### src/rtl/grid_traversability_inflation_unit_macros.svh
// ----------------------------------------------------------------------------
// Assertion macros for the grid traversability inflation unit
// Clocked on clk, disabled while arst_n is low. Define NO_ASSERTIONS to drop.
// ----------------------------------------------------------------------------
`ifndef GRID_TRAVERSABILITY_INFLATION_UNIT_MACROS_SVH
`define GRID_TRAVERSABILITY_INFLATION_UNIT_MACROS_SVH

`ifndef NO_ASSERTIONS
`define GTI_ASSERT(label, prop, msg) \
	label: assert property (@(posedge clk) disable iff (!arst_n) prop) \
		else $error(msg);
`define GTI_ASSERT_NEXT(label, pre, post, msg) \
	label: assert property (@(posedge clk) disable iff (!arst_n) pre |=> post) \
		else $error(msg);
`else
`define GTI_ASSERT(label, prop, msg)
`define GTI_ASSERT_NEXT(label, pre, post, msg)
`endif

`endif

### src/rtl/gti_pkg.sv
// ----------------------------------------------------------------------------
// gti_pkg
// Shared types and constants of the grid traversability inflation unit.
// ----------------------------------------------------------------------------
package gti_pkg;

	localparam int DEF_MAX_BLOCK_ROWS = 16;
	localparam int DEF_MAX_BLOCK_COLS = 16;
	localparam logic [3:0] MAX_SUB_CELLS = 4'd8;

	localparam int CFG_AW = 5;

	localparam logic [2:0] REG_BLOCK_ROWS     = 3'd0;
	localparam logic [2:0] REG_BLOCK_COLS     = 3'd1;
	localparam logic [2:0] REG_SUB_ROWS       = 3'd2;
	localparam logic [2:0] REG_SUB_COLS       = 3'd3;
	localparam logic [2:0] REG_INFLATE_ALONG  = 3'd4;
	localparam logic [2:0] REG_INFLATE_ACROSS = 3'd5;
	localparam logic [2:0] REG_CLEANABLE      = 3'd6;

	localparam logic [2:0] ST_FREE              = 3'd0;
	localparam logic [2:0] ST_OBSTACLE          = 3'd1;
	localparam logic [2:0] ST_MISSING_CELL      = 3'd2;
	localparam logic [2:0] ST_BOUNDARY          = 3'd3;
	localparam logic [2:0] ST_MISSING_INFLATION = 3'd4;
	localparam logic [2:0] ST_UNKNOWN           = 3'd5;

	typedef struct packed {
		logic [4:0] block_rows;
		logic [4:0] block_cols;
		logic [3:0] sub_rows;
		logic [3:0] sub_cols;
		logic [5:0] inflate_along_cells;
		logic [5:0] inflate_across_cells;
		logic       block_cleanable;
	} cfg_t;

endpackage

### src/rtl/gti_ram.sv
// ----------------------------------------------------------------------------
// gti_ram
// Generic single-write, single-read RAM with registered read data.
// ----------------------------------------------------------------------------
module gti_ram #(
	parameter int WIDTH = 1,
	parameter int DEPTH = 256,
	localparam int AW = (DEPTH > 1) ? $clog2(DEPTH) : 1
) (
	input  logic             clk,
	input  logic             we,
	input  logic [AW-1:0]    waddr,
	input  logic [WIDTH-1:0] wdata,
	input  logic [AW-1:0]    raddr,
	output logic [WIDTH-1:0] rdata
);

	logic [WIDTH-1:0] mem [DEPTH];

	always_ff @(posedge clk) begin
		if (we) begin
			mem[waddr] <= wdata;
		end
		rdata <= mem[raddr];
	end

endmodule

### src/rtl/gti_cfg.sv
// ----------------------------------------------------------------------------
// gti_cfg
// APB register file holding block geometry, inflation counts and cleanable.
// ----------------------------------------------------------------------------
module gti_cfg (
	input  logic                      clk,
	input  logic                      arst_n,
	input  logic                      psel,
	input  logic                      penable,
	input  logic                      pwrite,
	input  logic [gti_pkg::CFG_AW-1:0] paddr,
	input  logic [31:0]               pwdata,
	output logic [31:0]               prdata,
	output logic                      pready,
	output gti_pkg::cfg_t             cfg
);
	import gti_pkg::*;

	cfg_t       cfg_q;
	logic [2:0] reg_idx;

	assign reg_idx = paddr[CFG_AW-1:2];
	assign pready  = 1'b1;
	assign cfg     = cfg_q;

	always_ff @(posedge clk or negedge arst_n) begin
		if (!arst_n) begin
			cfg_q.block_rows           <= 5'd1;
			cfg_q.block_cols           <= 5'd1;
			cfg_q.sub_rows             <= 4'd1;
			cfg_q.sub_cols             <= 4'd1;
			cfg_q.inflate_along_cells  <= 6'd0;
			cfg_q.inflate_across_cells <= 6'd0;
			cfg_q.block_cleanable      <= 1'b1;
		end else if (psel && penable && pwrite) begin
			unique case (reg_idx)
				REG_BLOCK_ROWS:     cfg_q.block_rows           <= pwdata[4:0];
				REG_BLOCK_COLS:     cfg_q.block_cols           <= pwdata[4:0];
				REG_SUB_ROWS:       cfg_q.sub_rows             <= pwdata[3:0];
				REG_SUB_COLS:       cfg_q.sub_cols             <= pwdata[3:0];
				REG_INFLATE_ALONG:  cfg_q.inflate_along_cells  <= pwdata[5:0];
				REG_INFLATE_ACROSS: cfg_q.inflate_across_cells <= pwdata[5:0];
				REG_CLEANABLE:      cfg_q.block_cleanable      <= pwdata[0];
				default: ;
			endcase
		end
	end

	always_comb begin
		unique case (reg_idx)
			REG_BLOCK_ROWS:     prdata = 32'(cfg_q.block_rows);
			REG_BLOCK_COLS:     prdata = 32'(cfg_q.block_cols);
			REG_SUB_ROWS:       prdata = 32'(cfg_q.sub_rows);
			REG_SUB_COLS:       prdata = 32'(cfg_q.sub_cols);
			REG_INFLATE_ALONG:  prdata = 32'(cfg_q.inflate_along_cells);
			REG_INFLATE_ACROSS: prdata = 32'(cfg_q.inflate_across_cells);
			REG_CLEANABLE:      prdata = 32'(cfg_q.block_cleanable);
			default:            prdata = 32'd0;
		endcase
	end

endmodule

### src/rtl/gti_seq.sv
// ----------------------------------------------------------------------------
// gti_seq
// Query sequencer: range/cleanable/cell/boundary checks, window extent search
// on one shared add/compare unit, then a serial walk over the coarse cells.
// ----------------------------------------------------------------------------
`include "grid_traversability_inflation_unit_macros.svh"

module gti_seq #(
	parameter int MAX_BLOCK_ROWS = gti_pkg::DEF_MAX_BLOCK_ROWS,
	parameter int MAX_BLOCK_COLS = gti_pkg::DEF_MAX_BLOCK_COLS,
	localparam int DEPTH = MAX_BLOCK_ROWS * MAX_BLOCK_COLS,
	localparam int AW = (DEPTH > 1) ? $clog2(DEPTH) : 1
) (
	input  logic          clk,
	input  logic          arst_n,
	input  gti_pkg::cfg_t cfg,
	input  logic          start,
	input  logic          kind,
	input  logic [3:0]    coarse_row,
	input  logic [3:0]    coarse_col,
	input  logic          present,
	input  logic [2:0]    fine_row,
	input  logic [2:0]    fine_col,
	input  logic [1:0]    heading,
	output logic          busy,
	output logic          done,
	output logic [2:0]    status,
	output logic          mem_we,
	output logic [AW-1:0] mem_waddr,
	output logic          mem_wdata,
	output logic [AW-1:0] mem_raddr,
	input  logic          mem_rdata
);
	import gti_pkg::*;

	localparam int MW = AW + 6;

	localparam logic [2:0] S_CLEAR  = 3'd0;
	localparam logic [2:0] S_IDLE   = 3'd1;
	localparam logic [2:0] S_PREP   = 3'd2;
	localparam logic [2:0] S_DECIDE = 3'd3;
	localparam logic [2:0] S_EXT    = 3'd4;
	localparam logic [2:0] S_SRD    = 3'd5;
	localparam logic [2:0] S_SCHK   = 3'd6;

	localparam logic [1:0] DIR_ROW_LO = 2'd0;
	localparam logic [1:0] DIR_ROW_HI = 2'd1;
	localparam logic [1:0] DIR_COL_LO = 2'd2;
	localparam logic [1:0] DIR_COL_HI = 2'd3;

	function automatic logic [AW-1:0] map_addr(input logic [4:0] row, input logic [4:0] col);
		logic [MW-1:0] lin;
		lin = MW'(row) * MW'(MAX_BLOCK_COLS) + MW'(col);
		return lin[AW-1:0];
	endfunction

	logic [2:0]    state_q;
	logic [AW-1:0] clr_q;
	logic          done_q;
	logic [2:0]    status_q;
	logic [4:0]    row_q, col_q;
	logic [2:0]    ri_q, ci_q;
	logic          axis_v_q;
	logic          unk_q;
	logic [7:0]    gr_q, gc_q, tr_q, tc_q;
	logic [1:0]    dir_q;
	logic [6:0]    acc_q;
	logic [5:0]    k_q;
	logic [4:0]    row_lo_q, row_hi_q, col_lo_q, col_hi_q;

	logic [4:0] rows_c, cols_c;
	logic [3:0] sr_c, sc_c;
	logic [5:0] iu, iv;
	logic       unk;
	logic       bnd;
	logic [5:0] ext_lim;
	logic [3:0] ext_step;
	logic [4:0] ext_base;
	logic       ext_done;
	logic [4:0] ext_lo, ext_hi;
	logic [6:0] init_next;
	logic       wr_in_map;
	logic       decides;
	logic       scan_in_win;

	always_comb begin
		rows_c = (9'(cfg.block_rows) > 9'(MAX_BLOCK_ROWS)) ? 5'(MAX_BLOCK_ROWS) : cfg.block_rows;
		cols_c = (9'(cfg.block_cols) > 9'(MAX_BLOCK_COLS)) ? 5'(MAX_BLOCK_COLS) : cfg.block_cols;
		sr_c   = (cfg.sub_rows > MAX_SUB_CELLS) ? MAX_SUB_CELLS : cfg.sub_rows;
		sc_c   = (cfg.sub_cols > MAX_SUB_CELLS) ? MAX_SUB_CELLS : cfg.sub_cols;
		iu     = axis_v_q ? cfg.inflate_across_cells : cfg.inflate_along_cells;
		iv     = axis_v_q ? cfg.inflate_along_cells : cfg.inflate_across_cells;
	end

	always_comb begin
		unk = (rows_c == 5'd0) || (cols_c == 5'd0) || (sr_c == 4'd0) || (sc_c == 4'd0)
			|| (row_q >= rows_c) || (col_q >= cols_c)
			|| (4'(ri_q) >= sr_c) || (4'(ci_q) >= sc_c);
		bnd = (9'(gc_q) < 9'(iu)) || ((9'(gc_q) + 9'(iu)) >= 9'(tc_q))
			|| (9'(gr_q) < 9'(iv)) || ((9'(gr_q) + 9'(iv)) >= 9'(tr_q));
	end

	// shared add/compare unit for the four window extents
	always_comb begin
		ext_lim  = dir_q[1] ? iu : iv;
		ext_step = dir_q[1] ? sc_c : sr_c;
		ext_base = dir_q[1] ? col_q : row_q;
		ext_done = acc_q >= 7'(ext_lim);
		ext_lo   = 5'(6'(ext_base) - k_q);
		ext_hi   = 5'(6'(ext_base) + k_q);
		unique case (dir_q)
			DIR_ROW_LO: init_next = 7'(sr_c - 4'd1 - 4'(ri_q));
			DIR_ROW_HI: init_next = 7'(ci_q);
			DIR_COL_LO: init_next = 7'(sc_c - 4'd1 - 4'(ci_q));
			DIR_COL_HI: init_next = 7'd0;
		endcase
	end

	always_comb begin
		wr_in_map = (9'(coarse_row) < 9'(MAX_BLOCK_ROWS)) && (9'(coarse_col) < 9'(MAX_BLOCK_COLS));
		mem_we    = (state_q == S_CLEAR) || ((state_q == S_IDLE) && start && !kind && wr_in_map);
		mem_waddr = (state_q == S_CLEAR) ? clr_q : map_addr(5'(coarse_row), 5'(coarse_col));
		mem_wdata = (state_q == S_CLEAR) ? 1'b0 : present;
		mem_raddr = map_addr(row_q, col_q);
	end

	assign busy   = (state_q != S_IDLE);
	assign done   = done_q;
	assign status = status_q;

	assign decides     = (state_q == S_DECIDE) || (state_q == S_SCHK);
	assign scan_in_win = (row_q >= row_lo_q) && (row_q <= row_hi_q)
		&& (col_q >= col_lo_q) && (col_q <= col_hi_q);

	always_ff @(posedge clk or negedge arst_n) begin
		if (!arst_n) begin
			state_q  <= S_CLEAR;
			clr_q    <= '0;
			done_q   <= 1'b0;
			status_q <= ST_FREE;
			row_q    <= '0;
			col_q    <= '0;
			ri_q     <= '0;
			ci_q     <= '0;
			axis_v_q <= 1'b0;
			unk_q    <= 1'b0;
			gr_q     <= '0;
			gc_q     <= '0;
			tr_q     <= '0;
			tc_q     <= '0;
			dir_q    <= DIR_ROW_LO;
			acc_q    <= '0;
			k_q      <= '0;
			row_lo_q <= '0;
			row_hi_q <= '0;
			col_lo_q <= '0;
			col_hi_q <= '0;
		end else begin
			done_q <= 1'b0;
			unique case (state_q)
				S_CLEAR: begin
					if (clr_q == AW'(DEPTH - 1)) begin
						state_q <= S_IDLE;
					end else begin
						clr_q <= clr_q + 1'b1;
					end
				end
				S_IDLE: begin
					if (start && kind) begin
						row_q    <= 5'(coarse_row);
						col_q    <= 5'(coarse_col);
						ri_q     <= fine_row;
						ci_q     <= fine_col;
						axis_v_q <= heading[1];
						state_q  <= S_PREP;
					end
				end
				S_PREP: begin
					unk_q   <= unk;
					gr_q    <= 8'(row_q) * 8'(sr_c) + 8'(ri_q);
					gc_q    <= 8'(col_q) * 8'(sc_c) + 8'(ci_q);
					tr_q    <= 8'(rows_c) * 8'(sr_c);
					tc_q    <= 8'(cols_c) * 8'(sc_c);
					state_q <= S_DECIDE;
				end
				S_DECIDE: begin
					if (unk_q) begin
						done_q   <= 1'b1;
						status_q <= ST_UNKNOWN;
						state_q  <= S_IDLE;
					end else if (!cfg.block_cleanable) begin
						done_q   <= 1'b1;
						status_q <= ST_OBSTACLE;
						state_q  <= S_IDLE;
					end else if (!mem_rdata) begin
						done_q   <= 1'b1;
						status_q <= ST_MISSING_CELL;
						state_q  <= S_IDLE;
					end else if (bnd) begin
						done_q   <= 1'b1;
						status_q <= ST_BOUNDARY;
						state_q  <= S_IDLE;
					end else begin
						dir_q   <= DIR_ROW_LO;
						acc_q   <= 7'(ri_q);
						k_q     <= '0;
						state_q <= S_EXT;
					end
				end
				S_EXT: begin
					if (ext_done) begin
						unique case (dir_q)
							DIR_ROW_LO: row_lo_q <= ext_lo;
							DIR_ROW_HI: row_hi_q <= ext_hi;
							DIR_COL_LO: col_lo_q <= ext_lo;
							DIR_COL_HI: col_hi_q <= ext_hi;
						endcase
						if (dir_q == DIR_COL_HI) begin
							row_q   <= row_lo_q;
							col_q   <= col_lo_q;
							state_q <= S_SRD;
						end else begin
							dir_q <= dir_q + 2'd1;
							acc_q <= init_next;
							k_q   <= '0;
						end
					end else begin
						acc_q <= acc_q + 7'(ext_step);
						k_q   <= k_q + 6'd1;
					end
				end
				S_SRD: begin
					state_q <= S_SCHK;
				end
				S_SCHK: begin
					if (!mem_rdata) begin
						done_q   <= 1'b1;
						status_q <= ST_MISSING_INFLATION;
						state_q  <= S_IDLE;
					end else if (col_q == col_hi_q) begin
						if (row_q == row_hi_q) begin
							done_q   <= 1'b1;
							status_q <= ST_FREE;
							state_q  <= S_IDLE;
						end else begin
							row_q   <= row_q + 5'd1;
							col_q   <= col_lo_q;
							state_q <= S_SRD;
						end
					end else begin
						col_q   <= col_q + 5'd1;
						state_q <= S_SRD;
					end
				end
				default: begin
					state_q <= S_IDLE;
				end
			endcase
		end
	end

	`GTI_ASSERT_NEXT(a_done_source, !decides, !done_q, "result word outside a decision step")
	`GTI_ASSERT(a_scan_window, (state_q == S_SRD) |-> scan_in_win, "scan left the window")
	`GTI_ASSERT_NEXT(a_write_silent, start && !busy && !kind, !done_q, "write produced a result word")

endmodule

### src/rtl/grid_traversability_inflation_unit.sv
// ----------------------------------------------------------------------------
// grid_traversability_inflation_unit
// Presence map of coarse cells with heading-dependent obstacle inflation query.
// ----------------------------------------------------------------------------
// After reset the presence map is swept clear, one entry per cycle, over all
// MAX_BLOCK_ROWS*MAX_BLOCK_COLS entries with busy high; configuration writes
// are taken throughout. A write word is taken while idle and busy stays low. A
// query word passes S_PREP, then S_DECIDE returns its status on done when it
// ends at the range, cleanable, cell or boundary check; otherwise the shared
// add/compare unit searches the four window edges, one step per cycle, and
// then the coarse cells of the window are read from the map, each cell read
// in S_SRD and checked in S_SCHK, stopping at the first absent one. done is
// high for exactly one cycle and cannot be held off, so the receiver must
// take status then.
module grid_traversability_inflation_unit #(
	parameter int MAX_BLOCK_ROWS = gti_pkg::DEF_MAX_BLOCK_ROWS,
	parameter int MAX_BLOCK_COLS = gti_pkg::DEF_MAX_BLOCK_COLS
) (
	input  logic                       clk,
	input  logic                       arst_n,
	input  logic                       psel,
	input  logic                       penable,
	input  logic                       pwrite,
	input  logic [gti_pkg::CFG_AW-1:0] paddr,
	input  logic [31:0]                pwdata,
	output logic [31:0]                prdata,
	output logic                       pready,
	input  logic                       start,
	output logic                       busy,
	input  logic                       kind,
	input  logic [3:0]                 coarse_row,
	input  logic [3:0]                 coarse_col,
	input  logic                       present,
	input  logic [2:0]                 fine_row,
	input  logic [2:0]                 fine_col,
	input  logic [1:0]                 heading,
	output logic                       done,
	output logic [2:0]                 status
);
	import gti_pkg::*;

	localparam int DEPTH = MAX_BLOCK_ROWS * MAX_BLOCK_COLS;
	localparam int AW = (DEPTH > 1) ? $clog2(DEPTH) : 1;

	cfg_t          cfg;
	logic          mem_we;
	logic [AW-1:0] mem_waddr;
	logic          mem_wdata;
	logic [AW-1:0] mem_raddr;
	logic          mem_rdata;

	gti_cfg u_cfg (
		.clk     (clk),
		.arst_n  (arst_n),
		.psel    (psel),
		.penable (penable),
		.pwrite  (pwrite),
		.paddr   (paddr),
		.pwdata  (pwdata),
		.prdata  (prdata),
		.pready  (pready),
		.cfg     (cfg)
	);

	gti_ram #(
		.WIDTH (1),
		.DEPTH (DEPTH)
	) u_map (
		.clk   (clk),
		.we    (mem_we),
		.waddr (mem_waddr),
		.wdata (mem_wdata),
		.raddr (mem_raddr),
		.rdata (mem_rdata)
	);

	gti_seq #(
		.MAX_BLOCK_ROWS (MAX_BLOCK_ROWS),
		.MAX_BLOCK_COLS (MAX_BLOCK_COLS)
	) u_seq (
		.clk        (clk),
		.arst_n     (arst_n),
		.cfg        (cfg),
		.start      (start),
		.kind       (kind),
		.coarse_row (coarse_row),
		.coarse_col (coarse_col),
		.present    (present),
		.fine_row   (fine_row),
		.fine_col   (fine_col),
		.heading    (heading),
		.busy       (busy),
		.done       (done),
		.status     (status),
		.mem_we     (mem_we),
		.mem_waddr  (mem_waddr),
		.mem_wdata  (mem_wdata),
		.mem_raddr  (mem_raddr),
		.mem_rdata  (mem_rdata)
	);

endmodule

### config.mk
export PLATFORM = sky130hd
export DESIGN_NAME = grid_traversability_inflation_unit
export DESIGN_NICKNAME = d
export VERILOG_FILES = /design/src/rtl/gti_pkg.sv /design/src/rtl/gti_ram.sv /design/src/rtl/gti_cfg.sv /design/src/rtl/gti_seq.sv /design/src/rtl/grid_traversability_inflation_unit.sv
export VERILOG_INCLUDE_DIRS = /design/src /design/src/rtl
export SDC_FILE = /design/constraint.sdc
export NUM_CORES = 1
export LEC_CHECK = 0
export ABC_AREA = 1
export BUFFER_PORTS_ARGS = -buffer_cell sky130_fd_sc_hd__buf_2
export CAP_MARGIN = 10
export CORE_ASPECT_RATIO = 0.6
export CORE_MARGIN = 1.5
export CORE_UTILIZATION = 33
export CTS_CLUSTER_DIAMETER = 50
export CTS_CLUSTER_SIZE = 30
export DETAILED_ROUTE_END_ITERATION = 6
export GPL_ROUTABILITY_DRIVEN = 0
export PLACE_DENSITY = 0.59
export SETUP_SLACK_MARGIN = 0.3
export SLEW_MARGIN = 10
export SYNTH_ARGS = -nofsm -noshare
export SYNTH_HDL_FRONTEND = slang
export SYNTH_HIERARCHICAL = 1
export SYNTH_SLANG_ARGS = --single-unit
### constraint.sdc
create_clock -name clk -period 7.7 [get_ports clk]
set_clock_uncertainty 0.1 [all_clocks]
set_input_delay 0.77 -clock clk [delete_from_list [all_inputs] [get_ports clk]]
set_output_delay 0.77 -clock clk [all_outputs]
set_load 0.005 [all_outputs]
=== Yosys cells after proc, flatten, opt, wreduce, memory -nomap -nowiden ===
Memories as Yosys holds them, arrays and structs flattened. A register that Yosys moved wholly into a read port is not among the register bits.
Cells that the tools add are included.

* Bits in registers: 131
* Bits in writable memories: 256
* Input bits: 61
* Output and inout port bits: 38
* Logic and storage cells: 225
* Memories: 1

* Add/sub/neg operators: 18
* $mul: 4
* $lt $le $gt $ge: 13
* Eq/ne operators: 36
* Muxes and demuxes: 78
* Bitwise operators: 1
* Reductions and logical operators: 46

{| class="wikitable"
|+ Memory list
! name !! words !! width !! read ports !! clocked after Yosys merged registers in !! wr ports !! line !! source
|-
| u_map.mem || 256 || 1 || 1 || 1 || 1 || gti_ram.sv:18 || <nowiki>logic [WIDTH-1:0] mem [DEPTH];</nowiki>
|}

{| class="wikitable"
|+ Operator list
! kind !! number
|-
| $mux W5 || 15
|-
| $mux W3 || 18
|-
| $mux W6 || 9
|-
| $mux W7 || 6
|-
| $pmux W6 S7 || 1
|-
| $mul A5 B4 Y8 || 4
|-
| $pmux W5 S3 || 2
|-
| $pmux W3 S7 || 1
|-
| $pmux W7 S3 || 1
|-
| $ne A2 B2 Y1 const B || 10
|-
| $add A8 B6 Y9 || 2
|-
| $eq A3 B3 Y1 const B || 6
|-
| $ge A9 B8 Y1 || 2
|-
| $reduce_and A2 Y1 || 9
|-
| $add A8 B3 Y8 || 2
|-
| $lt A8 B6 Y1 || 2
|-
| $pmux W7 S2 || 1
|-
| $reduce_and A7 Y1 || 2
|-
| $sub A7 B3 Y7 || 2
|-
| $eq A3 B2 Y1 const B || 4
|-
| $mux W2 || 6
|-
| $mux W4 || 3
|-
| $ne A3 B3 Y1 const B || 4
|-
| $pmux W6 S2 || 1
|-
| 41 further kinds || 83
|}

=== Longest topological paths before layout ===
Gate-level depths: netlist of run 1.

* Depth in word-level cells: 11
* Depth in mapped cells: 30
* Gate-level depth less buffers: 29

=== Cells and area by module ===
Netlist of run 1, hierarchy kept.

{| class="wikitable"
|+ Modules (own cells, without submodules)
! module !! times used !! cells each !! area an instance (um^2) !! sequential area each (um^2)
|-
| gti_ram || 1 || 1184 || 11717.5 || 7707.4
|-
| gti_seq || 1 || 1416 || 10188.5 || 2477.4
|-
| gti_cfg || 1 || 236 || 1868.0 || 782.0
|}

=== Worst setup path after synthesis of run 1 ===
OpenSTA, ideal clock, no wires.

* Path type: input-to-reg
* From: in present
* To: mem u_map.mem[0] (data pin)
* Library setup time: 1388 ps
* Arrival time: 6652 ps
* Required time: 6212 ps
* Setup slack: -441 ps
* Stages: 2
* Buffers on the path: 0
* Path through: inv_1 -> nor2_1

* Word-level cells in the longest chain between the ends: 1

{| class="wikitable"
|+ Ends and longest elaborated chain
! what !! line !! source
|-
| from (decl) || grid_traversability_inflation_unit.sv:33 || <nowiki>input logic present,</nowiki>
|-
| $mux W1 || gti_seq.sv:123 || <nowiki>mem_wdata = (state_q == S_CLEAR) ? 1'b0 : present;</nowiki>
|-
| via mem_wdata || grid_traversability_inflation_unit.sv:48 || <nowiki>logic mem_wdata;</nowiki>
|-
| to (decl) || gti_ram.sv:18 ||
|}

The timed path passes the listed nets, and every way through them passes these cells.

=== Worst setup path in the final report of run 1 ===
* From: reg u_cfg.cfg_q, in the netlist u_cfg/cfg[16]
* To: reg u_seq.gc_q[6]

* Word-level cells in the longest chain between the ends: 4

{| class="wikitable"
|+ Ends and longest elaborated chain
! what !! line !! source
|-
| from (decl) || gti_cfg.sv:19 || <nowiki>cfg_t cfg_q;</nowiki>
|-
| $gt A4 B4 Y1 || gti_seq.sv:90 || <nowiki>sc_c = (cfg.sub_cols > MAX_SUB_CELLS) ? MAX_SUB_CELLS : cfg.sub_cols;</nowiki>
|-
| $mux W4 (*) || gti_seq.sv:90 ||
|-
| $mul A5 B4 Y8 (*) || gti_seq.sv:181 || <nowiki>gc_q <= 8'(col_q) * 8'(sc_c) + 8'(ci_q);</nowiki>
|-
| $add A8 B3 Y8 (*) || gti_seq.sv:181 ||
|-
| to (signal assigned) || gti_seq.sv:181 ||
|-
| to (decl) || gti_seq.sv:65 || <nowiki>logic [7:0] gr_q, gc_q, tr_q, tc_q;</nowiki>
|}

Every way passes the cells marked *; elsewhere a longest branch is shown, timed or not.
A chain may end at the register's enable or synchronous reset.

==> implementation parameters, run 1 <==
Parameter                              Value

STA
  Final min period    4.477 ns
  Relative slew margins    between 10% and 20%
  Maximum clock rate    approximately 220 MHz
  Total negative setup slack    0 ns
  Number of pins exceeding their max-slew limit in the final report    0
  Setup-violating endpoint count in the final report    0
  Number of hold violations in the final report    0
  Fraction of the cycle the final worst path needs    slightly below 60%
  Slew at the pin closest to its max-slew limit    ~1.2 ns
  Unrepaired setup endpoints after global routing    false
  Worst hold slack    approximately 0.052 ns

CTS
  Worst-Skew Late Latency    about 0.6 ns
  Number of buffers inserted by post-CTS setup repair    0
  Maximum level of the CTS H-tree    2
  Total number of clock tree sinks    approximately 390
  Number of resized instances in the post-cts repair step    0
  Clock tree from TritonCTS    yes
  Post-cts hold buffer count    0
  Number of buffers on the longest clock path    3
  Inserted Clock Buffers    39
  Clock Pin Slew Worst Setup and Hold Paths    0.07 ns
  Cell chosen for the clock root    clkbuf_16

Pwr
  Power density normalized to cell area    approximately 190 nW/um2
  Cell internal pwr    0.003526 W
  NetSw    ~0.0015 W
  Leakage component of the power    about 11 nW
  Relative contribution of combinational cells to total power    13.6%
  Power, Total    just over 0.005 W
  Peak ir drop on the vdd network    ~0.13 mV
  Sw frac    between 20% and 30%
  Register share of total power    between 40% and 50%
  Clock power frac    between 40% and 50%

Logic synthesis
  Synthesized area    ~24000 um2
  Count of yosys warnings during synthesis    6
  Share of the yosys chip area belonging to registers    around 46%
  Yosys top cell by area    edfxtp_1
  Fraction of registers with async set or reset after synthesis    roughly 34%
  Post-synth top area share    approximately a third
  Synthesized instance count    ~2800
  Total of flip-flops plus latches after synthesis    just under 400
  Post-synth EDFFs    between 200 and 300
  Yosys cell types    50
  Synth Flop Type    edfxtp_1
  Post-synthesis area per instance    between 8 and 9 um2
  Main area contributors after synthesis    edfxtp_1 32%, dfrtp_1 13%, nand2_1 12%
  Most common library cells after synthesis    738 x nand2_1, 380 x nor2_1, 332 x nand3_1
  Count leader, synth    nand2_1

Route
  Drt first-iter violations    1874
  Vias after detailed routing    about 19000
  Number of optimization iterations in the first detailed-route pass    7
  Post-DRT Antenna Nets    0
  Via count normalized by instance count    slightly below 5
  DRT Wirelength    just under 70 mm
  DRC    1
  Average wire per standard cell    18.07 um

Layout
  Layout-stage area growth over the synthesis result    9.073%
  Nets@finish    3062
  Final antenna diode count    0
  Fraction of layout cells with a size suffix above 1    under 10%
  Post-layout instance area    25930 um2

Die
  Die boundary width    roughly 350 um
  Top Ports    99
  Core Rows    75
  Core footprint    70570 um2
  Chip Height    roughly 210 um
  Die area    73710 um2
  Initial standard-cell utilization of the core    between 30% and 40%

Global routing
  Antenna violations before repair    1
  Total global routing track utilization    a little under a fifth
  Wire length of the first global-routing pass    about 110 mm
  Remaining global-route overflow    0
  Via count of the first global-routing pass    between 15000 and 20000
  Pin count of the biggest net entering global routing    203

Critical path
  Worst reg-to-reg path cell count    16
  Reg-to-reg endpoint    u_seq/gc_q[6]
  Crit path launch type    flop
  Data arrival time of the critical path    ~4.8 ns
  Worst Path Required    between 8 and 9 ns
  Reg2Reg Setup Slack    3.22 ns
  Maximum fanout count along the critical path    16
  Critical path endpoint category    flop
  Launch point of the worst path    u_cfg/cfg[16]
  R2R Path Start    u_cfg/cfg[16]
  Setup Crit Path Kind    flop to flop

Place
  DP HPWL    46.25 mm
  Number of buffer cells added on primary ports    42
  Area post-placement    about 25000 um2

Run status
  Outcome    finished with violations
  Violations in the final reports    design-rule violations

Job
  Max_cap viols    0

Worst hold path
  Path class of the lowest-slack min-delay path    input port to asynchronous set/reset pin
-- placed cells by master, fill, tap and decap left out, types with 22 or more instances in the layout --
| master | n |
|---|---|
| fa_1 | 33 |
| buf_4 | 22 |
| clkbuf_16 | 40 |
| nand2_1 | 738 |
| xor2_1 | 48 |
| conb_1 | 27 |
| nor2_1 | 379 |
| ha_1 | 152 |
| o21ai_0 | 132 |
| nand4_1 | 28 |
| a21oi_1 | 62 |
| edfxtp_1 | 256 |
| inv_1 | 273 |
| buf_2 | 41 |
| nand3_1 | 332 |
| dfrtp_1 | 122 |
-- metal layers --
layer | routed length, um | up-vias | global-route usage, %
met5 | 0 | - | 0
met4 | 794 | 0 | 3.253
met3 | 7589 | 52 | 6.085
met2 | 25350 | 716 | 23.93
met1 | 35090 | 8925 | 29.98
li1 | - | 9180 | -
-- power groups by stage --
stage                     Combinational, W  Sequential, W  Clock [W]
final                             0.000682        0.00228    0.00206
after global routing              0.000783        0.00229    0.00219
after CTS                         0.000669        0.00228    0.00212
after detailed placement          0.000663        0.00233          0
after global placement            0.000657        0.00233          0
after floorplan                   0.000478        0.00230          0
-- sequential cells by signal, indices dropped and copies added (netlist names), 7 cells and up --
signal,count
u_seq/tc_q,8
u_seq/tr_q,8
u_seq/gc_q,8
u_seq/acc_q,7
u_seq/clr_q,8
u_seq/gr_q,8
u_cfg/cfg,31
u_map/mem,256
-- kinds of logic (layout without fill, tap and decap cells) --
logic type      Yosys count  after routing  share of synthesized area [%]
compound gates          237            237                          5.394
simple gates           1524           1524                          26.81
fa+ha+maj               185            185                          10.78
xor+xnor                 65             65                          2.395
buf+inv                 436            422                          8.463
flops                   387            387                          46.13
other cells               2             27                        0.03159
-- cell type report --
class | count | area, um2
fill | 7318 | 44640
sequential | 387 | 10970
multi-input combinational | 2038 | 10900
tap | 962 | 1204
inverter | 285 | 1074
clock buffer | 43 | 1022
timing repair buffer | 65 | 401.6
clock inverter | 29 | 360.3
-- worst max-delay path, cell delays in order (launching register included) --
cell and delay [ns]:
dfrtp_1 0.61, nor2_1 0.56, inv_1 0.33, nor2_1 0.22, fa_1 0.43, inv_1 0.08, fa_1 0.40, inv_1 0.06
ha_1 0.23, ha_1 0.32, a21oi_1 0.20, nor2_1 0.08, o21ai_0 0.15, nand2_1 0.08, or2_2 0.27, nand3_1 0.09
o21ai_0 0.10
-- how the worst max path moves through the flow --
stage	end	slack (ns)	cells past startpoint
2_1_floorplan	u_map/mem[0]	2.28	2
3_3_place_gp	u_seq/gc_q[6]	3.36	16
3_5_place_dp	u_seq/gc_q[6]	3.28	16
4_1_cts	u_seq/gc_q[6]	3.25	16
5_1_grt	u_seq/status[1]	2.84	29
6_report	u_seq/gc_q[6]	3.22	16
-- metrics by stage --
step / instances / setup slack (ns) / utilization [%]
after global placement: 3737 / 3.358 / 34.79
after detailed placement: 3737 / 3.285 / 34.79
after floorplan: 2861 / 2.284 / -
final: 3809 / 3.223 / 36.75
after global routing: 3809 / 2.840 / 36.75
after CTS: 3809 / 3.254 / 36.75
(Power assumes the default switching activity.)
==> run 2: changes to the inputs <==
Settings changed: ABC_AREA 1 to 0, PLACE_DENSITY 0.59 to 0.57.
Clock period 7.7 ns to 4.43 ns, I/O delays scaled along.
==> run 2 against run 1 <==
Net effect:
- the flow now finishes without violations
- via count down 16%
- clock-buffer cell count fell by 1
- global-route usage fell by 1.1 points
- first-iteration DRC count fell by 26%
- cell count shrank 20%
- design area is 1.2% lower
- setup slack got worse by 3.0 ns
- hold slack got worse by 0.026 ns
- clock power grew 72%
- total power rose to 2.9 times the previous value
- critical path type unchanged
- largest cell class unchanged
==> implementation parameters, run 2 <==
Parameter                              Value

Global routing
  Antenna violations before repair    4 (+3)
  Total global routing track utilization    17.67% (-1.1 points)
  Pin count of the biggest net entering global routing    187 (-7.9%)
  Via count of the first global-routing pass    15410 (-11%)
  Wire length of the first global-routing pass    94.95 mm (-11%)
  Remaining global-route overflow    0 (unchanged)

Layout
  Most common cell after layout, fill and taps aside    nor2_1
  Biggest register    u_map/mem
  Non-filler instance count after layout    3044 (-20%)
  Filler Cells Inserted    6583 (-10%)
  Register area    10970 um2 (about the same)
  Leading cell types in the layout, fill and taps excluded    339 x nor2_1, 256 x edfxtp_1, 166 x nand2_1
  Layout-stage area growth over the synthesis result    12.18%
  Nets@finish    2349 (-23%)
  Area of combinational cells with multiple inputs    10950 um2 (+0.52%)
  Final antenna diode count    0 (unchanged)
  Utilization after layout    37.54% (+0.79 points)
  Number of flip-flops under the largest register name    256 (unchanged)
  Fraction of layout cells with a size suffix above 1    16.09% (+9.6 points)

Route
  Drt first-iter violations    1383 (-26%)
  Via count normalized by instance count    5.179 (+4.5%)
  DRT Wirelength    62.31 mm (-9.5%)
  Vias after detailed routing    15760 (-16%)
  Average wire per standard cell    20.47 um (+13%)
  Number of optimization iterations in the first detailed-route pass    5 (-2)
  DRC    0 (-1)
  Post-DRT Antenna Nets    0 (unchanged)

STA
  Final worst slack    0.2448 ns (-2.978 ns)
  Number of hold violations in the final report    0 (unchanged)
  Fraction of the cycle the final worst path needs    94.47% (+36 points)
  Unrepaired setup endpoints after global routing    true
  Maximum clock rate    238.9 MHz (+7.0%)
  Total negative setup slack    0 ns (unchanged)
  Relative slew margins    24.01% (+5.4 points)
  Number of pins exceeding their max-slew limit in the final report    0 (unchanged)
  Slew at the pin closest to its max-slew limit    1.137 ns (-0.08064 ns)
  Setup-violating endpoint count in the final report    0 (unchanged)
  Final min period    4.185 ns (-0.2916 ns)

Place
  DP HPWL    43.69 mm (-5.5%)
  Worst slack after detailed placement    0.06822 ns (-3.216 ns)
  Number of buffer cells added on primary ports    42 (unchanged)
  Placed Cells incl. Taps    2965 (-21%)

Die
  Chip Height    206.8 um (-2.0%)
  Top Ports    99 (unchanged)
  Core footprint    68240 um2 (-3.3%)
  Initial standard-cell utilization of the core    33.46% (-0.23 points)
  Die area    70830 um2 (-3.9%)
  Core Rows    74 (-1.3%)
  Die boundary width    342.6 um (-2.0%)

Critical path
  Launch point of the worst path    u_seq/axis_v_q
  Data arrival time of the critical path    4.53 ns (-0.27 ns)
  Maximum fanout count along the critical path    6 (-10)
  Cells along the critical path    buf_6 -> buf_6 -> mux2_4 -> ha_4 -> nor2b_1 -> o21bai_1 -> a21oi_1 -> o21ai_1 -> a21oi_1 -> o21ai_1 -> xnor2_1 -> ha_2 -> nor4b_2 -> nand3_1 -> a2111oi_4 -> a31oi_4 -> or2_4 -> mux2_4
  Critical path endpoint category    flop
  Worst Path Required    4.77 ns (-3.25 ns)
  R2R Path Start    u_seq/axis_v_q
  Cell with the biggest individual delay on the critical path    a2111oi_4
  Setup Crit Path Kind    flop to flop
  Crit path launch type    flop
  Worst path max stage delay    0.41 ns (-0.20 ns)

Logic synthesis
  Count of yosys warnings during synthesis    6 (unchanged)
  Most common library cells after synthesis    340 x nor2_1, 256 x edfxtp_1, 166 x nand2_1
  Fraction of registers with async set or reset after synthesis    33.59% (unchanged)
  Post-synth EDFFs    256 (unchanged)
  Post-synthesis area per instance    11.02 um2 (+31%)
  Count leader, synth    nor2_1
  Synthesized area    22830 um2 (-4.0%)
  Total of flip-flops plus latches after synthesis    387 (unchanged)
  Synth Flop Type    edfxtp_1
  Yosys top cell by area    edfxtp_1
  Yosys cell types    80 (+60%)
  Post-synth top area share    33.67% (+1.3 points)
  Synthesized instance count    2072 (-27%)
  Share of the yosys chip area belonging to registers    48.03% (+1.9 points)
  Main area contributors after synthesis    edfxtp_1 34%, dfrtp_1 14%, ha_1 8.3%

CTS
  Inserted Clock Buffers    39 (unchanged)
  Number of buffers on the longest clock path    3 (unchanged)
  Worst-Skew Late Latency    0.57 ns (-0.03 ns)
  Clock Pin Slew Worst Setup and Hold Paths    0.06 ns (about the same)
  Total number of clock tree sinks    387 (unchanged)
  Maximum level of the CTS H-tree    2 (unchanged)
  Clock tree from TritonCTS    yes
  Cell chosen for the clock root    clkbuf_16

Pwr
  Cell internal pwr    0.008895 W (+150%)
  Register share of total power    32.4% (-13 points)
  Power density normalized to cell area    576.8 nW/um2 (+200%)
  Relative contribution of combinational cells to total power    43.6% (+30 points)
  Leakage component of the power    10.07 nW (-11%)
  Peak ir drop on the vdd network    0.2910 mV (+130%)
  Clock power frac    24.0% (-17 points)
  NetSw    0.005880 W (+290%)
  Power, Total    0.01478 W (+190%)
  Sw frac    39.79% (+9.9 points)

Worst hold path
  Path class of the lowest-slack min-delay path    input port to flop
  HP Start    heading[1]

Job
  Max_cap viols    0 (unchanged)

Run status
  Outcome    finished, final reports clean
## run 2: changes by cell type after synthesis, moves of 26 or more
cell	before	now
nor2b_1	0	35
mux2_2	0	62
nor2_1	380	340
mux4_2	0	45
xnor2_1	17	52
mux2i_1	0	71
inv_1	274	128
nand2_1	738	166
nand3_1	332	36
a21o_1	0	26
o21ai_0	132	87
## run 2: cells by family (layout without fill, tap and decap cells)
kind of cell               Yosys count  count (layout)  synth area share [%]
and+or+nand+nor                    678             679                 13.05
DFF                                387             387                 48.03
AOI/OAI and AO/OA                  288             288                 8.066
buffers and inverters              265             299                 5.299
muxes                              189             189                 11.32
adders and majority gates          185             185                 11.22
xor gates and xnor gates            78              78                 2.992
other                                2              27               0.03289
## run 2: stage by stage
step | area [um2] | hold WS (ns)
3_3_place_gp | 24000 | 0.3680
2_1_floorplan | 22940 | 0.04741
6_report | 25620 | 0.02657
3_5_place_dp | 24000 | 0.3786
5_1_grt | 25620 | 0.01959
4_1_cts | 25390 | 0.0006471
## run 2: final cells by class
| type | count | area share (%) |
|---|---|---|
| Clock buffer | 42 | 3.932 |
| Clock inverter | 28 | 1.368 |
| Inverter | 129 | 1.890 |
| Multi-Input combinational cell | 1446 | 42.76 |
| Sequential cell | 387 | 42.84 |
| Tap cell | 912 | 4.455 |
| Timing Repair Buffer | 100 | 2.755 |
## run 2: worst max-delay path: cells and delay by family, from the launching register on
family          cells  cell delay (ns)
mux                 2             0.62
compound gates      7             1.36
buf+inv             2             0.27
xor+xnor            1             0.11
flops               1             0.40
fa+ha+maj           2             0.36
simple gates        4             0.83
## run 2: per-layer routing
metal	wire, um	global-route usage (%)	up-vias
met2	24640	24.35	489
li1	-	-	7276
met3	4970	3.617	56
met4	938	3.919	0
met5	0	0	-
met1	31760	27.87	7943
## run 2: path summary, 6_finish.rpt
path | slack, ns | endpoint | depth (start not counted)
setup reg to reg | 0.24 | u_seq/acc_q[2] | 18
min in group asynchronous | 0.37 | u_cfg/cfg[24] | 2
hold reg to reg | 0.39 | u_seq/tr_q[5] | 2
setup / recovery | 0.24 | u_seq/acc_q[2] | 18
hold / removal | 0.03 | u_seq/axis_v_q | 2
max in group asynchronous | 2.88 | u_seq/clr_q[0] | 3
## run 2: power groups by stage
stage               Combinational [W]  Clock (W)  Sequential, W
finish                        0.00644    0.00354        0.00479
global route                  0.00707    0.00376        0.00483
CTS                           0.00621    0.00363        0.00476
detailed placement            0.00612          0        0.00483
global placement              0.00597          0        0.00482
floorplan                     0.00440          0        0.00467
## run 2: repair_timing
action                                  CTS  global route
hold buffers                              2             0
gates cloned                              0             1
setup buffers                             0             6
resized for setup                         5            41
pin swaps                                 2            29
endpoints found under the setup margin   10            24
endpoints found under the hold margin    62             0
